### src/sv/z2hb_ram.sv
// Generic single-port RAM with registered read data.
`default_nettype none
module z2hb_ram #(
  parameter int WIDTH = 1,
  parameter int DEPTH = 64
) (
  input  wire logic                     clk_i,
  input  wire logic                     we_i,
  input  wire logic [$clog2(DEPTH)-1:0] addr_i,
  input  wire logic [WIDTH-1:0]         wdata_i,
  output logic      [WIDTH-1:0]         rdata_o
);

  logic [WIDTH-1:0] mem_q [DEPTH];
  logic [WIDTH-1:0] rdata_q;

  always_ff @(posedge clk_i) begin
    if (we_i) begin
      mem_q[addr_i] <= wdata_i;
    end
    rdata_q <= mem_q[addr_i];
  end

  assign rdata_o = rdata_q;

endmodule
`default_nettype wire

### config.mk
export PLATFORM = sky130hd
export DESIGN_NAME = z2hb_ram
export DESIGN_NICKNAME = d
export VERILOG_FILES = /design/src/sv/z2hb_ram.sv
export SDC_FILE = /design/constraint.sdc
export NUM_CORES = 1
export LEC_CHECK = 0
export BUFFER_PORTS_ARGS = -buffer_cell sky130_fd_sc_hd__buf_2
export CAP_MARGIN = 20
export CORE_UTILIZATION = 55
export DETAILED_ROUTE_END_ITERATION = 16
export GPL_TIMING_DRIVEN = 0
export PLACE_DENSITY = 0.72
export SLEW_MARGIN = 20
export SYNTH_ARGS = -nofsm -noshare
export SYNTH_HDL_FRONTEND = slang
export SYNTH_SLANG_ARGS = --single-unit
### constraint.sdc
create_clock -name clk_i -period 1.9 [get_ports clk_i]
set_clock_uncertainty 0.15 [all_clocks]
set_input_delay 0.38 -clock clk_i [delete_from_list [all_inputs] [get_ports clk_i]]
set_output_delay 0.38 -clock clk_i [all_outputs]
set_load 0.03 [all_outputs]
-- Word level (Yosys, flattened, before mapping)
Memory sizes are Yosys's and may differ from the RTL's. A register that Yosys moved wholly into a read port is not among the register bits.
Cells that the tools add are included.
- memories kept: 1
- RAM bits: 64
- bits in registers: 0
- input bits: 9
- memories (memory ; words ; width ; read ports ; clocked after Yosys merged registers in ; wr ports ; line ; text):
    mem_q ; 64 ; 1 ; 1 ; 1 ; 1 ; 14 ; logic [WIDTH-1:0] mem_q [DEPTH];
- muxes and demuxes: 2
- operators by type and width (kind ; count):
    1-bit 2-to-1 mux ; 2

-- Logic depth before layout (Yosys ltp)
- depth in word-level cells: 2
- mapped depth: 8
- mapped depth without buffers: 5

-- Worst setup path before layout
Ideal clock, no wire load.
- path type: input to register
- start: in addr_i[0]
- end: reg rdata_q (netlist: rdata_o) (read register of mem_q)
- required time: 1.620 ns
- stages on the path: 6
- path buffers: 1
- arrival time: 1.585 ns
- setup slack: 0.035 ns
- library setup time: 0.130 ns
- cells stage by stage: buf_6 mux4_2 mux2i_1 nor2_1 a2111oi_2 nand4_1
- RTL lines (item ; line ; text):
    from (decl) ; 9 ; input wire logic [$clog2(DEPTH)-1:0] addr_i,
    to (decl) ; 15 ; logic [WIDTH-1:0] rdata_q;

-- Final worst setup path
- start: in addr_i[2]
- end: mem mem_q[53] (enable)
- RTL lines (item ; line):
    to (decl) ; 14
No word-level cell before the write port.

==> flow_metrics.env <==
export IMPL_status="complete, but fails checks"
export IMPL_violations="setup timing"
export IMPL_cap_violations=0
export IMPL_final_max_slew_viol_count=0
export IMPL_slew_headroom_pct=36.32
export IMPL_root_buffer="clkbuf_8"
export IMPL_path_class="input pin to register"
export IMPL_port_buffers=4
export IMPL_power_density_nw_per_um2=935.2
export IMPL_synth_area_um2=2954
export IMPL_fin_nets=249
export IMPL_stdcell_count=315
export IMPL_slowest_stage="nand3_1"
export IMPL_n_antenna_cell=0
export IMPL_remaining_drc_errors=0
export IMPL_hold_violations=0
export IMPL_rsz0062_at_grt="true"
export IMPL_cp_common_cell="buf_2"
export IMPL_hold_ws_ns=0.4885
export IMPL_setup_slack_ns=-0.06027
export IMPL_crit_path_start_kind="input pin"
export IMPL_leakage_nw=1.060
export IMPL_critPathBufInv=3
export IMPL_cts_sinks=65
export IMPL_met2_usage_pct=39.48
export IMPL_area_delta_synth_final_pct=11.90
export IMPL_worstPathArrival_ns=1.86
export IMPL_die_h_um=75.29
export IMPL_ios=10
export IMPL_worstPathRequired_ns=1.79
export IMPL_rows=26
export IMPL_htree_levels=3
export IMPL_syn_instance_count=223
export IMPL_synth_edf_count=64
export IMPL_synth_flop_cell="edfxtp_1"
export IMPL_path_cells="buf_2, buf_2, buf_2, nand3_1, nor2_1"
export IMPL_finalSetupViolations=16
export IMPL_drt_pass1_iter_count=6
export IMPL_cp_top_family="buffers and inverters"
export IMPL_start_util_pct=57.47
export IMPL_clk_path_buf_depth=2
export IMPL_cts_buffers=9
export IMPL_avgSynthCellArea_um2=13.25
export IMPL_drtIter0Drc=297
export IMPL_synth_warnings=0
export IMPL_async_reset_ff_share_pct=0
export IMPL_worstMarginPinSlew_ns=0.9552
export IMPL_place_inst=297
export IMPL_ant_nets=0
export IMPL_antenna_found_initial=0
export IMPL_hp_class="input pin to register"
export IMPL_die_width_um=75.29
export IMPL_synth_seq_cells=65
export IMPL_vias=1874
export IMPL_synth_cell_types=33
export IMPL_ir_drop_v=0.0005261
export IMPL_die_area_um2=5668
export IMPL_grt_pass1_wl_mm=9.825
export IMPL_cts_tree="yes"
export IMPL_grt_usage_pct=25.85
export IMPL_globalRouteMet1Util_pct=34.71
export IMPL_grt_busiest_layer="met2"
export IMPL_clock_latency_ns=0.35
export IMPL_grt_pass1_vias=1838
export IMPL_grt_ovfl_total=0
export IMPL_drt_wirelength_per_cell_um=19.66
export IMPL_gp_congestion=0.7929
export IMPL_use_met3_pct=6.961
export IMPL_grt_start_max_net_pins=65
export IMPL_clkTransAtPathRegs_ns=0.07
export IMPL_endpoint_kind="register"
export IMPL_hpwl_mm=3.604
export IMPL_critPathMaxStageDelay_ns=0.43
export IMPL_drt_total_wl_mm=6.194
export IMPL_post_route_period_util_pct=103.2
export IMPL_ys_seq_area_share_pct=65.73
export IMPL_min_period_ns=1.960
export IMPL_routed_via_density=5.949
export IMPL_layout_drive_gt1_share_pct=19.18
export IMPL_fmax_mhz=510.1
export IMPL_core_area_um2=5140
export IMPL_crit_fanout=10
export IMPL_synth_nets=232
[path summary, 6_finish.rpt]
kind,startpoint,end,slack [ns],cells past startpoint
worst min-delay path,we_i,mem_q[55],0.49,4
worst max-delay path,addr_i[2],mem_q[53],-0.06,5
worst min register to register,mem_q[2],rdata_o,0.60,4
worst max register to register,mem_q[20],rdata_o,0.07,5
[power breakdown]
group	internal, mW	switching [mW]	leakage [nW]	total [mW]
Sequential	1.59	0.00257	0.584	1.59
Combinational	0.0708	0.135	0.367	0.206
Clock	0.738	0.559	0.109	1.30
[placed cells by master, fill, tap and decap left out, drive strengths merged, types with 2 or more instances in the layout]
master   synthesis  layout
mux2i            7       7
nor2b            3       3
bufinv           0       2
nor2            72      72
mux4             8       8
buf             10      14
and3             3       3
a22oi            3       3
a31oi            3       3
nand2            6       6
clkinv           0       4
a21o             2       2
mux2             3       3
clkbuf           5      16
a21oi            3       3
or3b             4       4
edfxtp          64      64
a2bb2oi          2       2
nor4bb           2       2
nand4            2       2
nand3            7       7
nand3b           5       5
o22ai            2       2
[layout make-up]
type                       instances  area [um2]
sequential                        65        1942
fill                             427        1834
multi-input combinational        142       934.6
clock buffer                       9       123.9
clock inverter                     7       95.09
tap                               70       87.58
buffer                            15       83.83
timing repair buffer               6       35.03
inverter                           1       3.754
[layer usage]
metal / up-vias / routed length, um
li1: 861 / -
met1: 916 / 2654
met2: 84 / 2951
met3: 13 / 447
met4: 0 / 141
met5: - / 0
[synthesized netlist by cell type (2+ instances only)]
| master | number | area, um2 |
|---|---|---|
| or3b_2 | 4 | 35.03 |
| buf_4 | 2 | 15.01 |
| o22ai_1 | 2 | 12.51 |
| a21o_1 | 2 | 15.01 |
| a2bb2oi_1 | 2 | 17.52 |
| a31oi_1 | 3 | 18.77 |
| edfxtp_1 | 64 | 1922 |
| mux4_1 | 4 | 105.1 |
| a22oi_1 | 3 | 22.52 |
| nor2b_1 | 3 | 18.77 |
| nor4bb_1 | 2 | 20.02 |
| nand2_1 | 6 | 22.52 |
| nand3_1 | 7 | 35.03 |
| buf_2 | 6 | 30.03 |
| and3_1 | 3 | 18.77 |
| nand3b_1 | 5 | 37.54 |
| mux4_2 | 4 | 90.09 |
| nand4_1 | 2 | 12.51 |
| a21oi_1 | 3 | 15.01 |
| mux2_2 | 3 | 33.78 |
| nor2_1 | 71 | 266.5 |
| clkbuf_1 | 5 | 18.77 |
| mux2i_1 | 7 | 70.07 |
[flip-flops by register name, summed over array words and instances, names as in the netlist]
| signal | count |
|---|---|
| rdata_o | 1 |
| mem_q | 64 |
[metrics by stage]
step	setup TNS [ns]	cell area, um2	worst slack, ns	util (%)	power, mW
floorplan	0	2954	0.03463	-	1.752
global placement	-17.28	3062	-0.4694	59.57	1.819
detailed placement	-17.24	3062	-0.4584	59.57	1.821
CTS	-0.004289	3296	-0.004156	64.12	3.082
global route	-2.384	3306	-0.1497	64.31	3.167
finish	-0.3905	3306	-0.06027	64.31	3.092
[logic make-up (layout without fill, tap and decap cells)]
kind of cell,after synthesis,in the layout,synth area share [%]
AOI/OAI and AO/OA,19,19,5.124
muxes,18,18,10.12
and+or+nand+nor,105,105,16.22
DFF,65,65,65.73
buffers and inverters,16,38,2.795
[tightest hold or removal path: stages]
cell	delay, ns
buf_2	0.13
nand4_1	0.12
buf_4	0.15
nor2_1	0.04
[timing repair]
item	CTS	global route
endpoints found under the setup margin	9	33
hold buffers	0	0
resized for setup	0	3
endpoints found under the hold margin	0	0
pin swaps	1	0
buffers inserted	2	0
(Power assumes the default switching activity.)
