===== src/sv/z2hb_pkg.sv =====
// Shared types and constants for the Z2 gauge heat-bath sweep engine.
`default_nettype none
package z2hb_pkg;

  typedef enum logic [2:0] {
    ST_CLEAR,
    ST_IDLE,
    ST_GATHER,
    ST_DECIDE,
    ST_ACCESS,
    ST_RDWAIT,
    ST_EMIT
  } state_e;

  localparam logic [1:0] CMD_UPDATE = 2'd0;
  localparam logic [1:0] CMD_WRITE  = 2'd1;
  localparam logic [1:0] CMD_READ   = 2'd2;
  localparam logic [1:0] CMD_SPARE  = 2'd3;

  localparam logic [1:0] REG_PROB_TWO  = 2'd0;
  localparam logic [1:0] REG_PROB_FOUR = 2'd1;
  localparam logic [1:0] REG_PROB_SIX  = 2'd2;

  localparam logic [16:0] PROB_TWO_RST  = 17'd57723;
  localparam logic [16:0] PROB_FOUR_RST = 17'd64357;
  localparam logic [16:0] PROB_SIX_RST  = 17'd65374;
  localparam logic [16:0] PROB_ONE      = 17'd65536;
  localparam logic [16:0] PROB_HALF     = 17'd32768;

  typedef struct packed {
    logic [4:0] x0;
    logic [4:0] x1;
    logic [4:0] x2;
    logic [5:0] t;
    logic [1:0] dir;
  } site_t;

  typedef struct packed {
    logic [1:0] qi;
    logic [2:0] k;
  } nbr_step_t;

endpackage
`default_nettype wire


===== src/sv/z2hb_nbr_addr.sv =====
// Neighbor link address generator for the six staples around a link.
`default_nettype none
module z2hb_nbr_addr import z2hb_pkg::*; #(
  parameter int SPACE_EXTENT = 8,
  parameter int TIME_EXTENT  = 8,
  parameter int AW           = 12
) (
  input  wire site_t           site_i,
  input  wire nbr_step_t       step_i,
  output logic      [AW-1:0]   addr_o
);

  localparam logic [1:0] MV_NONE = 2'd0;
  localparam logic [1:0] MV_UP   = 2'd1;
  localparam logic [1:0] MV_DOWN = 2'd2;
  localparam logic [6:0] S_EXT = 7'(SPACE_EXTENT);
  localparam logic [6:0] T_EXT = 7'(TIME_EXTENT);

  function automatic logic [5:0] coord_move(logic [5:0] c, logic [6:0] ext, logic [1:0] mv);
    logic [6:0] nx;
    logic [6:0] top;
    begin
      nx  = {1'b0, c} + 7'd1;
      top = ext - 7'd1;
      case (mv)
        MV_UP:   coord_move = (nx == ext) ? 6'd0 : nx[5:0];
        MV_DOWN: coord_move = (c == 6'd0) ? top[5:0] : c - 6'd1;
        default: coord_move = c;
      endcase
    end
  endfunction

  logic [1:0] q;
  logic [1:0] ldir;
  logic [1:0] mq;
  logic [1:0] md;
  logic [5:0] base_c [4];
  logic [5:0] moved_c [4];

  always_comb begin
    q = (step_i.qi >= site_i.dir) ? step_i.qi + 2'd1 : step_i.qi;
    case (step_i.k)
      3'd0, 3'd1, 3'd2: mq = MV_DOWN;
      3'd4:             mq = MV_UP;
      default:          mq = MV_NONE;
    endcase
    md   = (step_i.k == 3'd2 || step_i.k == 3'd3) ? MV_UP : MV_NONE;
    ldir = (step_i.k == 3'd1 || step_i.k == 3'd4) ? site_i.dir : q;
    base_c[0] = {1'b0, site_i.x0};
    base_c[1] = {1'b0, site_i.x1};
    base_c[2] = {1'b0, site_i.x2};
    base_c[3] = site_i.t;
    for (int a = 0; a < 4; a++) begin
      moved_c[a] = coord_move(base_c[a], (a == 3) ? T_EXT : S_EXT,
                              (2'(a) == q) ? mq : ((2'(a) == site_i.dir) ? md : MV_NONE));
    end
  end

  assign addr_o = ((((AW'(moved_c[0]) * AW'(SPACE_EXTENT) + AW'(moved_c[1]))
                   * AW'(SPACE_EXTENT) + AW'(moved_c[2])) * AW'(TIME_EXTENT)
                   + AW'(moved_c[3])) * AW'(4)) + AW'(ldir);

endmodule
`default_nettype wire


===== config.mk =====
export PLATFORM = sky130hd
export DESIGN_NAME = z2hb_nbr_addr
export DESIGN_NICKNAME = d
export VERILOG_FILES = /design/src/sv/z2hb_pkg.sv /design/src/sv/z2hb_nbr_addr.sv
export SDC_FILE = /design/constraint.sdc
export NUM_CORES = 1
export LEC_CHECK = 0
export ABC_CLOCK_PERIOD_IN_PS = 15000
export BUFFER_PORTS_ARGS = -buffer_cell sky130_fd_sc_hd__buf_2
export CAP_MARGIN = 5
export CORE_UTILIZATION = 45
export DETAILED_ROUTE_END_ITERATION = 16
export GPL_TIMING_DRIVEN = 1
export PLACE_DENSITY = 0.76
export REMOVE_ABC_BUFFERS = 1
export SYNTH_ARGS = -nofsm -noshare
export SYNTH_HDL_FRONTEND = slang
export SYNTH_SLANG_ARGS = --single-unit

===== constraint.sdc =====
create_clock -name vclk -period 15
set_input_delay 2.25 -clock vclk [all_inputs]
set_output_delay 2.25 -clock vclk [all_outputs]
set_load 0.05 [all_outputs]

# Yosys cells after proc, flatten, opt, wreduce, memory -nomap -nowiden
# Cells that the tools add are included.
# totals
regBits	0
latchBits	0
ram_bits	0
mem_bits_ro	0
inputBits	28
wordCells	70
mem_count	0
# classes
addsub	13
multipliers	0
div	0
magnitude_cmp	1
n_eq_ne	22
n_shift	0
mux	24
n_bitwise	0
n_reduce_logical	10
# ops
cell	count
$mux W6	4
$pmux W6 S2	2
$add A5 B1 Y6 const B	3
$eq A6 B4 Y1 const B	3
$logic_not A5 Y1	3
$add A12 B2 Y12	1
$mux W2	6
$add A10 B6 Y10	1
$eq A2 B1 Y1 const B	4
$eq A2 B2 Y1 const A	4
$eq A2 B2 Y1 const B	4
$mux W4	2
$pmux W4 S2	1
$add A6 B1 Y7 const B	1
$add A7 B6 Y7	1
$eq A7 B4 Y1 const B	1
$mux W1	7
$eq A3 B2 Y1 const B	2
$logic_not A6 Y1	1
$sub A5 B1 Y6 const B	1
$sub A6 B1 Y6 const B	1
$add A4 B4 Y4	1
$eq A1 B2 Y1 const A	2
$logic_not A2 Y1	2
other kinds (11)	12

# Longest topological paths before layout
# depth
depth_word	11
ltp_mapped	20

# Worst setup path before layout
# Ideal clock, no wire load.
# synth_timing
path_type	input to output
start	in step_i[3] (netlist bit)
end	out addr_o[11]
arrival_time_ns	6.465
required_time_ns	12.750
slack_ns	6.285
cell_stages	19
path_buffers	0
path_cell_list	inv_1 ha_1 nand2b_1 a21oi_2 xnor2_1 nand2_1 mux2i_1 ha_1 or3_1 a221o_1 nand3_1 ha_1 inv_1 fa_1 nor2b_1 o2111ai_1 xor2_1 xnor2_1 xnor2_1
# synth_via
elab_chain_cells	10
elab_cells_between_ends	28
cone_classes	add/sub (5); order compare (1); eq/ne (11); mux (10); reduce/logical (1)
# synth_rtl
element	line_no	source
start, declared	z2hb_nbr_addr.sv:9	input wire nbr_step_t step_i,
$add A2 B1 Y2 or $ge A2 B2 Y1 (tied branches)	z2hb_nbr_addr.sv:41	q = (step_i.qi >= site_i.dir) ? step_i.qi + 2'd1 : step_i.qi;
$mux W2 *	z2hb_nbr_addr.sv:41	
$eq A1 B2 Y1 or $logic_not A2 Y1 (tied branches)	z2hb_nbr_addr.sv:55	(2'(a) == q) ? mq : ((2'(a) == site_i.dir) ? md : MV_NONE));
$mux W2	z2hb_nbr_addr.sv:55	
$eq A2 B2 Y1 or $eq A2 B1 Y1 (tied branches)	z2hb_nbr_addr.sv:25	case (mv)
$pmux W4 S2 or $pmux W1 S2 (tied branches)	z2hb_nbr_addr.sv:25	
$add A4 B4 Y4	z2hb_nbr_addr.sv:59	assign addr_o = ((((AW'(moved_c[0]) * AW'(SPACE_EXTENT) + AW'(moved_c[1]))
$add A7 B6 Y7	z2hb_nbr_addr.sv:60	* AW'(SPACE_EXTENT) + AW'(moved_c[2])) * AW'(TIME_EXTENT)
$add A10 B6 Y10	z2hb_nbr_addr.sv:61	+ AW'(moved_c[3])) * AW'(4)) + AW'(ldir);
$add A12 B2 Y12 *	z2hb_nbr_addr.sv:61	
end, declared	z2hb_nbr_addr.sv:10	output logic [AW-1:0] addr_o
# Every way passes the cells marked *; elsewhere a longest branch is shown, timed or not.

# Final worst setup path
# Same ends and word-level chain as after synthesis.

==> results.ini <==
[sta]
fmax_ghz=0.112
tightestPinTransition_ns=0.804
rsz0062_at_grt=false
fin_setup_tns_ns=0
finalHoldViolCount=0
setup_viol=0
layout_min_cycle_time_ns=8.92
maxSlewViolCount=0
maxSlewHeadroom_pct=46.3
fin_crit_sh_pct=59.5
finalWorstSetupSlack_ns=6.08

[synth]
synth.area.top_cells=ha_1 19%, nand2_1 6.5%, o21ai_0 6.1%, mux2i_1 5.8%, a21oi_1 5.2%
synth_cell_types=50
yosysTopAreaCell=ha_1
synth_top_area_share_pct=18.6
yosysWarnings=0
avgSynthCellArea_um2=6.67
yosysSeqAreaShare_pct=0
synth_most_common_cell=nand2_1
syn_inst=232
syn_area_um2=1550
netlist_top_cells_count=27 x nand2_1, 23 x ha_1, 21 x inv_1, 19 x o21ai_0, 18 x nor2_1

[clock_tree]
cts_resized=0
ctsHoldBuffers=0
post_cts_buffers=0

[cells_and_area]
fin_nets=316
syn_to_final_growth_pct=12.7
clkbuf_count=0
diodes=0
seq_cell_count=0
drive_gt1_share_pct=16.9
final-seq-area_um2=0

[floorplan]
io_pins=40
design.die.area_um2=3680
core-area_um2=3150
start_util_pct=49.1
die_w_um=60.6
row_count=20
die_y_um=60.6

[routing]
wirelength_mm=3.48
wl_per_cell_um=11.4
drt_iter0_drc=102
route.vias.total=1706
dr.pass1.iters=4
antenna_left=0
viasPerCell=5.59
drcViolationCount=0

[global_route]
grt_pass1_wl_mm=5.80
grt_use_met3_pct=0.213
first_global_vias=1425
antenna_found_initial=0
grtUsageTotal_pct=19.4
gr-usage-met1_pct=27.1
grt_busiest_layer=met2
grt_max_degree=14
met2_usage_pct=35.3
grt-ovfl-total=0

[placed_design]
pre_cts_ws_ns=6.07
dp_hpwl_mm=2.88
gp_congestion=0.859
port_buffers=36

[setup_path]
crit_chain=buf_2 > inv_1 > ha_1 > nand2b_1 > a21oi_2 > xnor2_1 > nand2_1 > mux2i_1 > ha_1 > or3_1 > a221o_1 > nand3_1 > ha_1 > inv_1 > fa_1 > nor2b_1 > o2111ai_1 > xor2_1 > xnor2_1 > xnor2_1 > buf_2
critPathKind=in2out
slowest_delay_ns=0.49
cp.required_ns=12.75
worstPathMaxFanout=13
critPathSlowestCell=ha_1
cp.depth=21
crit_path_start_kind=input pin
cp_top_family=adder cells
cp_num_buf_inv=4
critPathCaptureType=output port
crit_arrival_ns=6.67

[power_and_ir_drop]
cellPowerDensity_nw_per_um2=57.3
leakagePower_nw=0.803
ir_drop_uv=36.5

[worst_hold_path]
min_from=site_i[4]
whs_path_depth=3
hp-class=in2out
holdPathEnd=addr_o[4]

[flow_run]
maxCapViolCount=0

[run_status]
status=complete, no violations

stage by stage:
step	instance area [um^2]	cells	util [%]	power (W)	hold slack [ns]
finish	1740	305	55.3	0.000100	4.93
floorplan	1510	225	-	0.0000769	4.80
CTS	1740	305	55.3	0.000100	4.93
global route	1740	305	55.3	0.000108	4.94
global placement	1740	305	55.3	0.0000982	4.92
detailed placement	1740	305	55.3	0.000100	4.93
power breakdown:
part / switching (W) / internal, W
Clock: 0 / 0
Sequential: 0 / 0
Combinational: 0.0000686 / 0.0000314
Total: 0.0000686 / 0.0000314
worst max-delay path by stage:
stage / from / end / slack [ns]
3_5_place_dp: step_i[3] / addr_o[11] / 6.07
6_report: step_i[3] / addr_o[11] / 6.08
5_1_grt: step_i[3] / addr_o[11] / 5.76
4_1_cts: step_i[3] / addr_o[11] / 6.04
2_1_floorplan: step_i[3] / addr_o[11] / 6.18
3_3_place_gp: step_i[3] / addr_o[11] / 6.10
per-layer routing:
| metal | share of wire [%] | vias up | wire [um] |
|---|---|---|---|
| met5 | 0 | - | 0 |
| met1 | 50 | 782 | 1740 |
| li1 | - | 893 | - |
| met3 | 3.2 | 0 | 111 |
| met4 | 0 | 0 | 0 |
| met2 | 47 | 31 | 1630 |
cell usage in the layout, fill, tap and decap left out, types with 2 or more instances in the layout:
cell | netlist | layout
xnor2_1 | 8 | 8
nand2b_1 | 4 | 4
o31a_1 | 2 | 2
o21ai_0 | 19 | 19
buf_2 | 1 | 36
fa_1 | 2 | 2
a21oi_1 | 16 | 16
nand3_1 | 9 | 9
a31oi_1 | 4 | 4
xor2_1 | 4 | 4
or4_1 | 2 | 2
nand2_1 | 27 | 27
a221o_1 | 2 | 2
or3_1 | 2 | 2
nor3_1 | 6 | 6
and2_1 | 5 | 5
mux2_2 | 3 | 3
o22ai_1 | 2 | 2
nor2_1 | 18 | 18
inv_1 | 21 | 21
and3_1 | 3 | 3
a22oi_1 | 2 | 2
nor2b_1 | 5 | 5
o211ai_1 | 2 | 2
ha_1 | 23 | 23
nor3b_1 | 3 | 3
mux2i_1 | 9 | 9
a21o_1 | 3 | 3
final cells by class:
cell class	instances	area, um^2
Fill cell	346	1410
Inverter	21	78.8
Multi-Input combinational cell	204	1430
Tap cell	44	55.1
Timing Repair Buffer	36	180
cells by family (layout without fill, tap and decap cells):
group | count (synthesis) | count (layout) | share of synthesized area, %
fa+ha+maj | 25 | 25 | 21.2
mux | 13 | 13 | 8.73
buf+inv | 28 | 57 | 7.60
xor+xnor | 12 | 12 | 6.79
compound gates | 64 | 64 | 26.1
simple gates | 90 | 90 | 29.6
Note: power is estimated with default switching activity, not from simulation.
