**config.mk**
```make
export PLATFORM = sky130hd
export DESIGN_NAME = z2hb_decide
export DESIGN_NICKNAME = d
export VERILOG_FILES = /design/src/sv/z2hb_pkg.sv /design/src/sv/z2hb_decide.sv
export SDC_FILE = /design/constraint.sdc
export NUM_CORES = 1
export LEC_CHECK = 0
export ABC_AREA = 0
export BUFFER_PORTS_ARGS = -buffer_cell sky130_fd_sc_hd__buf_2
export CAP_MARGIN = 20
export CORE_MARGIN = 2
export CORE_UTILIZATION = 50
export DETAILED_ROUTE_END_ITERATION = 8
export PLACE_DENSITY = 0.86
export SYNTH_ARGS = -nofsm -noshare
export SYNTH_HDL_FRONTEND = slang
export SYNTH_SLANG_ARGS = --single-unit
```
**constraint.sdc**
```tcl
create_clock -name vclk -period 15.9
set_input_delay 1.59 -clock vclk [all_inputs]
set_output_delay 1.59 -clock vclk [all_outputs]
set_load 0.05 [all_outputs]
```
**src/sv/z2hb_pkg.sv**
```systemverilog
// Shared types and constants for the Z2 gauge heat-bath sweep engine.
`default_nettype none
package z2hb_pkg;

  typedef enum logic [2:0] {
    ST_CLEAR,
    ST_IDLE,
    ST_GATHER,
    ST_DECIDE,
    ST_ACCESS,
    ST_RDWAIT,
    ST_EMIT
  } state_e;

  localparam logic [1:0] CMD_UPDATE = 2'd0;
  localparam logic [1:0] CMD_WRITE  = 2'd1;
  localparam logic [1:0] CMD_READ   = 2'd2;
  localparam logic [1:0] CMD_SPARE  = 2'd3;

  localparam logic [1:0] REG_PROB_TWO  = 2'd0;
  localparam logic [1:0] REG_PROB_FOUR = 2'd1;
  localparam logic [1:0] REG_PROB_SIX  = 2'd2;

  localparam logic [16:0] PROB_TWO_RST  = 17'd57723;
  localparam logic [16:0] PROB_FOUR_RST = 17'd64357;
  localparam logic [16:0] PROB_SIX_RST  = 17'd65374;
  localparam logic [16:0] PROB_ONE      = 17'd65536;
  localparam logic [16:0] PROB_HALF     = 17'd32768;

  typedef struct packed {
    logic [4:0] x0;
    logic [4:0] x1;
    logic [4:0] x2;
    logic [5:0] t;
    logic [1:0] dir;
  } site_t;

  typedef struct packed {
    logic [1:0] qi;
    logic [2:0] k;
  } nbr_step_t;

endpackage
`default_nettype wire

```
**src/sv/z2hb_decide.sv**
```systemverilog
// Heat-bath decision and saturating plaquette accumulation.
`default_nettype none
module z2hb_decide import z2hb_pkg::*; (
  input  wire logic signed [3:0]  sum_i,
  input  wire logic        [15:0] rnd_i,
  input  wire logic        [16:0] prob_two_i,
  input  wire logic        [16:0] prob_four_i,
  input  wire logic        [16:0] prob_six_i,
  input  wire logic signed [17:0] acc_i,
  output logic                    plus_o,
  output logic signed      [17:0] acc_o
);

  logic        [3:0]  mag;
  logic        [16:0] praw;
  logic        [16:0] psat;
  logic        [16:0] thr;
  logic signed [3:0]  delta;
  logic signed [18:0] wide;

  always_comb begin
    mag = sum_i[3] ? 4'(-sum_i) : 4'(sum_i);
    case (mag)
      4'd2:    praw = prob_two_i;
      4'd4:    praw = prob_four_i;
      default: praw = prob_six_i;
    endcase
    psat = (praw > PROB_ONE) ? PROB_ONE : praw;
    if (mag == 4'd0) begin
      thr = PROB_HALF;
    end else if (!sum_i[3]) begin
      thr = psat;
    end else begin
      thr = PROB_ONE - psat;
    end
    plus_o = {1'b0, rnd_i} < thr;
    delta  = plus_o ? sum_i : -sum_i;
    wide   = {acc_i[17], acc_i} + {{15{delta[3]}}, delta};
    if (wide[18] != wide[17]) begin
      acc_o = wide[18] ? 18'sh20000 : 18'sh1FFFF;
    end else begin
      acc_o = wide[17:0];
    end
  end

endmodule
`default_nettype wire

```
Word level (Yosys, flattened, before mapping)
Cells that the tools add are included.

Bits in read-only memories: 0. Memory bits (writable): 0. Latch bits: 0. Memories: 0. Word-level logic and storage cells: 17. Register bits after elaboration: 0.

Bitwise operators: 0. Add/subtract/negate cells: 3. Shift-type cells: 0. Magnitude comparators: 2. Divide/modulo/power cells: 0. Reductions and logical operators: 1. Multiplexer cells: 8. Multipliers: 0. Equal/unequal tests: 3.

Operators by type and width (count): 17-bit two-way mux (3); 18-bit two-way mux (2); 17-bit case mux with 2 select lines (1); 18-bit by 4-bit adder with 19-bit output (1); 17-bit > comparator, second input constant (1); 16-bit by 17-bit less-than comparator with 1-bit output (1); 17-bit subtractor, first input constant (1); 4-bit two-way mux (2); 4-bit by 2-bit equality test with 1-bit output, second input constant (1); 4-bit by 3-bit equality test with 1-bit output, second input constant (1); 4-bit zero test (1); 4-bit negator (1); 1-bit != test (1).

Longest topological paths before layout
Gate-level depths: netlist of run 1.

Word-level depth: 14. Mapped depth: 37. Depth with buffers taken out: 32.

Worst setup path after synthesis of run 1
Ideal clock, no wire load.

Kind: input to output. Start: input sum_i[0]. End: output acc_o[10]. Arrival: 9.739 ns. Setup slack: 4.571 ns. Stages on the path: 31. Data required time: 14.310 ns. Path through: inv_1 -> ha_1 -> and2b_1 -> xnor2_2 -> mux2_4 -> clkbuf_1 -> o221ai_1 -> clkbuf_1 -> nand2_1 -> ha_1 -> clkbuf_1 -> nand4_1 -> o21ai_0 -> a211oi_1 -> o21ai_0 -> ha_1 -> or4_1 -> a21oi_1 -> or3b_2 -> o21a_1 -> o311ai_4 -> o21ai_0 -> ha_1 -> a21o_1 -> a311oi_1 -> nor4_1 -> o32a_1 -> nand3_1 -> o221ai_1 -> clkbuf_1 -> a21oi_1.

Longest elaborated chain between the ends: 14. Elaborated cells on any way between the ends: 17.

Ends and longest elaborated chain: start: declaration (line z2hb_decide.sv:4) `input wire logic signed [3:0] sum_i,`; 4-bit negator (line z2hb_decide.sv:22) `mag = sum_i[3] ? 4'(-sum_i) : 4'(sum_i);`; 4-bit two-way mux * (line z2hb_decide.sv:22); 4-bit by 3-bit equality test with 1-bit output / 4-bit by 2-bit equality test with 1-bit output (equally long branches) (line z2hb_decide.sv:23) `case (mag)`; 17-bit case mux with 2 select lines (line z2hb_decide.sv:23); 17-bit > comparator (line z2hb_decide.sv:28) `psat = (praw > PROB_ONE) ? PROB_ONE : praw;`; 17-bit two-way mux (line z2hb_decide.sv:28); 17-bit subtractor (line z2hb_decide.sv:34) `thr = PROB_ONE - psat;`; 17-bit two-way mux (line z2hb_decide.sv:31) `end else if (!sum_i[3]) begin`; 17-bit two-way mux * (line z2hb_decide.sv:29) `if (mag == 4'd0) begin`; 16-bit by 17-bit less-than comparator with 1-bit output * (line z2hb_decide.sv:36) `plus_o = {1'b0, rnd_i} < thr;`; via plus_o (line z2hb_decide.sv:10) `output logic plus_o,`; 4-bit two-way mux * (line z2hb_decide.sv:37) `delta = plus_o ? sum_i : -sum_i;`; 18-bit by 4-bit adder with 19-bit output * (line z2hb_decide.sv:38) `wide = {acc_i[17], acc_i} + {{15{delta[3]}}, delta};`; 18-bit two-way mux / 1-bit != test (equally long branches) (line z2hb_decide.sv:40, z2hb_decide.sv:39); 18-bit two-way mux * (line z2hb_decide.sv:39) `if (wide[18] != wide[17]) begin`; end: declaration (line z2hb_decide.sv:11) `output logic signed [17:0] acc_o`.

Mark *: on every way through the listed nets, which the timed path passes. The rest lies on a longest branch.

Worst setup path after layout of run 1
Start: input sum_i[0]. End: output acc_o[12].

Longest elaborated chain between the ends: 14. Elaborated cells on any way between the ends: 17.

Ends and longest elaborated chain (line): 4-bit negator (z2hb_decide.sv:22, z2hb_decide.sv:37); 4-bit two-way mux (z2hb_decide.sv:22); 4-bit by 3-bit equality test with 1-bit output / 4-bit by 2-bit equality test with 1-bit output (equally long branches) (z2hb_decide.sv:23); 17-bit case mux with 2 select lines (z2hb_decide.sv:23); 17-bit > comparator (z2hb_decide.sv:28); 17-bit two-way mux (z2hb_decide.sv:28); 17-bit subtractor (z2hb_decide.sv:34); 17-bit two-way mux (z2hb_decide.sv:31); 17-bit two-way mux (z2hb_decide.sv:29); 16-bit by 17-bit less-than comparator with 1-bit output (z2hb_decide.sv:36); 4-bit two-way mux * (z2hb_decide.sv:37); 18-bit by 4-bit adder with 19-bit output * (z2hb_decide.sv:38); 18-bit two-way mux / 1-bit != test (equally long branches) (z2hb_decide.sv:40, z2hb_decide.sv:39); 18-bit two-way mux * (z2hb_decide.sv:39).

Mark *: on every way between the ends. The rest lies on a longest branch, timed or not.

==> out/metrics.cfg, run 1 <==
[outcome]
outcome = finished clean

[synth]
yosysUniqueCellTypes = 59
synth_adder_area_share_pct = 21.5
synth_top_family_by_area = compound AO/OA/AOI/OAI gates
synth_xor_area_share_pct = 9.09
syn_avg_cell_area_sq_um = 7.10
synth_cells = 324
synth_nets = 452
synth_compound_area_share_pct = 35.6
synthMuxAreaShare_pct = 2.18
yosys.area_share.simple_pct = 27.4
yosysSeqAreaShare_pct = 0
syn_area_sq_mm = 0.00230
synth_warnings = 0

[worst_setup_path]
crit_path_frequent_cell = ha_1
cp_slowest_stage_delay_ns = 0.92
cp_max_fo = 21
crit_path_end_kind = output port
worstSetupStartpointType = primary input
cp.arrival_ns = 10.24
cp_slowest_cell = o221ai_1
critical_path.startpoint = sum_i[0]
cp.required_ns = 14.31
crit_type = primary input to output port

[floorplan]
ios = 108
placementRows = 24
start_util_pct = 52.5
die_h_um = 71.8
core-area_sq_mm = 0.00438
dieArea_sq_mm = 0.00516
die_w_um = 71.8

[timing]
slew_violations = 0
tightest_slew_ns = 1.06
min_period_ns = 11.83
post-route-period-util_pct = 74.4
max_freq_ghz = 0.0845
finalHoldViolations = 0
maxSlewHeadroom_pct = 29.5
worst_slack_ns = 4.07
rsz0062_at_grt = false
hold_ws_ns = 3.78
finalSetupViolCount = 0
tns_ns = 0

[place]
place_ws_ns = 4.18
place_congestion = 0.932
portBuffers = 108
dpl.cell_count = 475
place_hpwl_um = 5910

[finish]
multiInputGateArea_sq_mm = 0.00220
seq_cell_count = 0
layout.cells.non_filler = 475
clock_buffers = 0
synthToLayoutAreaGrowth_pct = 25.2
regArea_sq_um = 0
n_antenna_cell = 0
final_cell_mix = 108 x buf_2, 39 x a21oi_1, 38 x ha_1
fill_cells = 399
final_nets = 553
drive_above_1_share_pct = 32.6
mostFrequentLayoutCell = buf_2

[worst_hold_path]
hp-class = primary input to output port
min_from = acc_i[0]
holdPathEnd = acc_o[0]
worstHoldPathCells = 5

[power_and_ir_drop]
power.total_w = 0.000361
p_leak_nw = 1.40
ir_worst_vdd_mv = 0.170
power.density_mw_per_mm2 = 125

[clock_network]
cts_setup_buffers = 0
cts-resized-gates = 0
postCtsHoldBufs = 0

[route]
drc = 0
vias = 2879
viasPerCell = 6.06
detail_route.iter0.violations = 265
drt-total-wl_um = 7090
drt.antenna.violating_nets = 0
first_pass_iters = 5
post_drt_wl_per_cell_um = 14.9

[grt]
grt_use_total_pct = 26.2
grt_pass1_wl_um = 11400
antenna_found_initial = 0
grt_pass1_vias = 2627
grt_max_degree = 24
grt_overflow = 0

[flow_run]
max_cap_violations = 0

[critical path, delay by kind of cell]
family                     cells  cell delay (ns)
buffers and inverters          4             0.69
adders and majority gates      4             1.05
and+or+nand+nor                7             2.08
xor gates and xnor gates       1             0.64
AOI/OAI and AO/OA             15             3.84
muxes                          1             0.35
[cells by family (layout without fill, tap and decap cells)]
family                     after synthesis  after routing
xor gates and xnor gates                23             23
muxes                                    4              4
AOI/OAI and AO/OA                      116            116
and+or+nand+nor                        117            117
adders and majority gates               39             39
buffers and inverters                   25            124
[worst max path at each step]
| stage | depth (start not counted) | slack (ns) | to |
|---|---|---|---|
| after detailed placement | 32 | 4.18 | acc_o[12] |
| final | 32 | 4.07 | acc_o[12] |
| after CTS | 32 | 4.16 | acc_o[3] |
| after global routing | 32 | 3.41 | acc_o[15] |
| after global placement | 32 | 4.47 | acc_o[3] |
| after floorplan | 31 | 4.57 | acc_o[10] |
[synth_stat cells (2+ instances only)]
cell / n / share of area (%)
and4_1: 2 / 0.76
a31oi_1: 2 / 0.54
or2_1: 2 / 0.54
nand4_1: 5 / 1.4
nor2_1: 17 / 2.8
o31ai_1: 3 / 0.98
nand3_1: 8 / 1.7
a21o_1: 10 / 3.3
o221a_2: 14 / 6.9
o32ai_1: 3 / 1.1
mux2i_1: 2 / 0.87
o21a_1: 4 / 1.3
buf_2: 2 / 0.44
nand2_1: 29 / 4.7
xor2_1: 9 / 3.4
nor3_2: 2 / 0.87
a41oi_1: 2 / 0.76
o21ai_1: 2 / 0.44
a21oi_1: 39 / 8.5
o21ai_0: 19 / 4.1
and3_1: 2 / 0.54
clkbuf_1: 9 / 1.5
nand2b_1: 7 / 1.9
nor2b_1: 6 / 1.6
ha_1: 38 / 21
o221ai_1: 4 / 1.5
a311oi_1: 2 / 0.76
mux2_4: 2 / 1.3
nor3_1: 6 / 1.3
and2_1: 2 / 0.54
xnor2_1: 13 / 5.0
inv_1: 12 / 2.0
or3_1: 18 / 4.9
or2_2: 2 / 0.54
[metrics by stage]
step	instance area, sq um	utilization, %
3_3_place_gp	2880	65.7
4_1_cts	2880	65.7
3_5_place_dp	2880	65.7
2_1_floorplan	2300	-
6_report	2880	65.7
5_1_grt	2880	65.7
[report_power, final]
| group | leakage (nW) | internal [W] | total, W | switching [W] |
|---|---|---|---|---|
| logic | 1.40 | 0.000113 | 0.000361 | 0.000247 |
| clock network | 0 | 0 | 0 | 0 |
| registers | 0 | 0 | 0 | 0 |
[routing by layer]
metal / track usage (%) / routed length [um] / up-vias
li1: - / - / 1447
met1: 35.0 / 3140 / 1299
met2: 48.3 / 3420 / 129
met3: 1.55 / 498 / 4
met4: 1.68 / 34 / 0
met5: 0 / 0 / -
[cell type report]
cell class / count / area share [%]
multi-input combinational: 299 / 76.5
tap: 52 / 2.26
timing repair buffer: 111 / 19.5
inverter: 13 / 1.69
(Power assumes the default switching activity.)
==> run 2, diff against run 1 <==
--- a/config.mk
+++ b/config.mk
@@ -9,9 +9,9 @@
 export BUFFER_PORTS_ARGS = -buffer_cell sky130_fd_sc_hd__buf_2
 export CAP_MARGIN = 20
 export CORE_MARGIN = 2
-export CORE_UTILIZATION = 50
+export CORE_UTILIZATION = 45
 export DETAILED_ROUTE_END_ITERATION = 8
-export PLACE_DENSITY = 0.86
+export PLACE_DENSITY = 0.82
 export SYNTH_ARGS = -nofsm -noshare
 export SYNTH_HDL_FRONTEND = slang
 export SYNTH_SLANG_ARGS = --single-unit
==> constraint.sdc (replaced) <==
create_clock -name vclk -period 9.7
set_input_delay 0.97 -clock vclk [all_inputs]
set_output_delay 0.97 -clock vclk [all_outputs]
set_load 0.05 [all_outputs]
==> run 2 against run 1 <==
Net effect:
- final cell count increased by 6.5%
- routed wire length increased by 17%
- sequential share of layout area unchanged
- non-clock buffer count grew 10
- worst hold slack worse by 1.2 ns
- critical path depth unchanged
- sequential cell count is the same
- utilization decreased by 2.1 points
- cell area rose by 11%
- global-route usage is 0.052 points higher
- die area rose by 10%
==> out/metrics.cfg, run 2 (synthesized netlist as in run 1, its figures left out) <==
[route]
first_pass_iters = 5
viasPerCell = 6.21
top_layer_used = met4
met2_length_um = 3860
drt.antenna.violating_nets = 0
drt-total-wl_um = 8260
post_drt_wl_per_cell_um = 16.3
vias = 3140
routed-wl-met3_um = 700
drt-met1-wl_um = 3360
detail_route.iter0.violations = 272
drc = 0

[worst_setup_path]
cp_slowest_stage_delay_ns = 0.53
cp_slowest_cell = or4_4
worst-path-stages = 32
cp_top_family = compound AO/OA/AOI/OAI gates
cp.arrival_ns = 8.39
crit_type = primary input to output port
crit_path_end_kind = output port
crit_buf_inv = 4
worstSetupStartpointType = primary input
cp.required_ns = 8.73
cp_max_fo = 9

[power_and_ir_drop]
power.total_w = 0.000674
ir_worst_vdd_mv = 0.349
p_leak_nw = 1.50
power.density_mw_per_mm2 = 212

[floorplan]
die_w_um = 75.5
dieArea_sq_mm = 0.00570
die_h_um = 75.5
core-area_sq_mm = 0.00501
start_util_pct = 45.9
placementRows = 26
ios = 108

[grt]
grt_max_degree = 21
grt_pass1_wl_um = 12000
grt_use_total_pct = 26.3
grt_pass1_vias = 2767
antenna_found_initial = 0
grt_overflow = 0

[timing]
finalHoldViolations = 0
hold_ws_ns = 2.61
maxSlewHeadroom_pct = 63.7
max_freq_ghz = 0.107
tightest_slew_ns = 0.542
post-route-period-util_pct = 96.5
min_period_ns = 9.36
slew_violations = 0
finalSetupViolCount = 0

[flow_run]
max_cap_violations = 0

[finish]
fin_area_sq_mm = 0.00319
mostFrequentLayoutCell = buf_2
n_antenna_cell = 0
regArea_sq_um = 0
clock_buffers = 0
synthToLayoutAreaGrowth_pct = 38.5
drive_above_1_share_pct = 39.9
final_cell_mix = 104 x buf_2, 38 x ha_1, 28 x nand2_1
final_nets = 566
fill_cells = 445
seq_cell_count = 0
layout.cells.non_filler = 506

[outcome]
outcome = finished clean

[worst_hold_path]
holdPathEnd = acc_o[17]
min_from = acc_i[17]
hp-class = primary input to output port
worstHoldPathCells = 4

[place]
dpl.cell_count = 501
place_hpwl_um = 6440
place_area_sq_mm = 0.00302
place_congestion = 1.00
portBuffers = 108

run 2: changes by cell type in the layout (fill, tap and decap cells not counted), moves of 2 or more:
cell | before | now
a21oi_2 | 0 | 11
buf_4 | 3 | 16
o221ai_4 | 0 | 2
a21oi_1 | 39 | 27
o21ai_2 | 0 | 2
buf_2 | 108 | 104
run 2: what timing repair did:
action                                  4_1_cts  5_1_grt
endpoints found under the setup margin       17       17
endpoints found under the hold margin         0        0
resized for setup                             1       25
pin swaps                                     0        7
cloned                                        0        3
setup buffers                                 0        2
hold buffers                                  0        0
run 2: final cells by class:
type | instances | area [sq um] | area share (%)
repair buffers | 121 | 652 | 20.5
multi-input cells | 302 | 2400 | 75.3
inverters | 13 | 48.8 | 1.53
well taps | 70 | 87.6 | 2.75
run 2: worst max path at each step:
stage / start / to / slack (ns)
floorplan: sum_i[0] / acc_o[0] / -0.0004
global placement: sum_i[0] / acc_o[1] / 0.04
detailed placement: sum_i[0] / acc_o[1] / -0.13
CTS: sum_i[0] / acc_o[1] / 0.11
global route: sum_i[0] / acc_o[2] / -0.04
finish: sum_i[0] / acc_o[2] / 0.34
run 2: power breakdown:
group	switching [W]	internal [W]
logic	0.000452	0.000222
clock network	0	0
registers	0	0
total	0.000452	0.000222
run 2: stage by stage:
| stage | setup TNS, ns | utilization [%] | worst slack, ns |
|---|---|---|---|
| after global routing | -0.388 | 63.6 | -0.0415 |
| final | 0 | 63.6 | 0.344 |
| after CTS | 0 | 60.5 | 0.113 |
| after floorplan | -0.000719 | - | -0.000360 |
| after global placement | 0 | 60.3 | 0.0399 |
| after detailed placement | -1.22 | 60.3 | -0.130 |
run 2: metal layers:
metal	GRT usage, %	vias up
li1	-	1486
met1	33.5	1421
met2	45.3	198
met3	3.17	35
met4	9.36	0
met5	0	-
==> run 3, diff against run 2 <==
--- a/config.mk
+++ b/config.mk
@@ -9,9 +9,9 @@
 export BUFFER_PORTS_ARGS = -buffer_cell sky130_fd_sc_hd__buf_2
 export CAP_MARGIN = 20
 export CORE_MARGIN = 2
-export CORE_UTILIZATION = 45
+export CORE_UTILIZATION = 50
 export DETAILED_ROUTE_END_ITERATION = 8
-export PLACE_DENSITY = 0.82
+export PLACE_DENSITY = 0.86
 export SYNTH_ARGS = -nofsm -noshare
 export SYNTH_HDL_FRONTEND = slang
 export SYNTH_SLANG_ARGS = --single-unit
==> constraint.sdc (replaced) <==
create_clock -name vclk -period 9.25
set_input_delay 0.925 -clock vclk [all_inputs]
set_output_delay 0.925 -clock vclk [all_outputs]
set_load 0.05 [all_outputs]
==> run 3 against run 2 <==
Net effect:
- final cell count unchanged
- highest routed layer unchanged
- cell area increased by 15%
- non-clock buffer count increased by 18
- worst hold slack got worse by 0.19 ns
- sequential share of layout area unchanged
==> out/metrics.cfg, run 3 (synthesized netlist as in run 1, its figures left out) <==
[grt]
busiest_layer = met2
grt_pass1_wl_um = 12200
grt_pass1_vias = 2829
met1_usage_pct = 36.5
use_met2_pct = 51.6
grt_use_met3_pct = 2.11
grt_use_total_pct = 28.0
grt_max_degree = 22
antenna_found_initial = 1
grt_overflow = 0

[floorplan]
core-area_sq_mm = 0.00438
start_util_pct = 52.5
placementRows = 24
die_h_um = 71.8
die_w_um = 71.8
ios = 108
dieArea_sq_mm = 0.00516

[place]
place_congestion = 0.903
portBuffers = 108
place_hpwl_um = 6020

[flow_run]
max_cap_violations = 0

[timing]
finalHoldViolations = 0
post-route-period-util_pct = 98.1
tns_ns = 0
min_period_ns = 9.08
tightest_slew_ns = 0.546
finalSetupViolCount = 0
maxSlewHeadroom_pct = 63.5
max_freq_ghz = 0.110
slew_violations = 0

[finish]
seq_cell_count = 0
synthToLayoutAreaGrowth_pct = 59.0
final_cell_mix = 92 x buf_2, 36 x ha_1, 28 x nand2_1
final_nets = 583
regArea_sq_um = 0
mostFrequentLayoutCell = buf_2
drive_above_1_share_pct = 46.1
clock_buffers = 0

[worst_setup_path]
cp.arrival_ns = 8.15
cp_max_fo = 7
crit_path_end_kind = output port
crit_type = primary input to output port
cp_top_family = compound AO/OA/AOI/OAI gates
cp_slowest_cell = or4_4
cp_slowest_stage_delay_ns = 0.55
cp.required_ns = 8.33
crit_buf_inv = 7
worstSetupStartpointType = primary input

[route]
detail_route.iter0.violations = 264
first_pass_iters = 5
drt.antenna.violating_nets = 0
drc = 0
post_drt_wl_per_cell_um = 18.3
viasPerCell = 6.42
drt-total-wl_um = 9240
vias = 3250

[worst_hold_path]
hp-class = primary input to output port

[clock_network]
postCtsHoldBufs = 0

[power_and_ir_drop]
ir_worst_vdd_mv = 0.210
p_leak_nw = 1.69
power.density_mw_per_mm2 = 235
power.total_w = 0.000859

[outcome]
outcome = finished clean

[run 3: cell type report]
cell class	instances	area (sq um)
multi-input cells	301	2610
inverters	13	48.8
fillers	238	727
repair buffers	139	935
well taps	52	65.1
diodes	1	2.50
[run 3: path summary, 6_finish.rpt]
check,from,to,cells past startpoint
max,sum_i[1],acc_o[7],35
min,acc_i[0],acc_o[0],5
[run 3: power breakdown]
part | internal [W] | total [W] | switching, W
logic | 0.000337 | 0.000859 | 0.000521
clock network | 0.0000000000145 | 0.0000000000145 | 0
registers | 0 | 0 | 0
total | 0.000337 | 0.000859 | 0.000521
[run 3: metal layers]
metal / routed length, um / vias up
met5: 0 / -
met1: 3660 / 1490
met2: 4600 / 208
met3: 722 / 32
li1: - / 1520
met4: 256 / 0
[run 3: stage by stage]
stage / util, % / setup slack (ns) / cell area [sq um] / hold slack (ns) / std cells
2_1_floorplan: - / 0.00127 / 2500 / 2.15 / 324
3_3_place_gp: 72.9 / -0.0203 / 3190 / 2.47 / 490
3_5_place_dp: 72.9 / -0.220 / 3190 / 2.46 / 490
4_1_cts: 74.5 / 0.00811 / 3270 / 2.46 / 494
5_1_grt: 83.4 / -0.0488 / 3660 / 2.46 / 506
6_report: 83.4 / 0.173 / 3660 / 2.41 / 506
[run 3: what timing repair did]
action / in CTS / in global routing
setup endpoints to repair: 17 / 18
buffers inserted: 2 / 10
resized for setup: 4 / 86
pin swaps: 3 / 18
gates cloned: 2 / 1
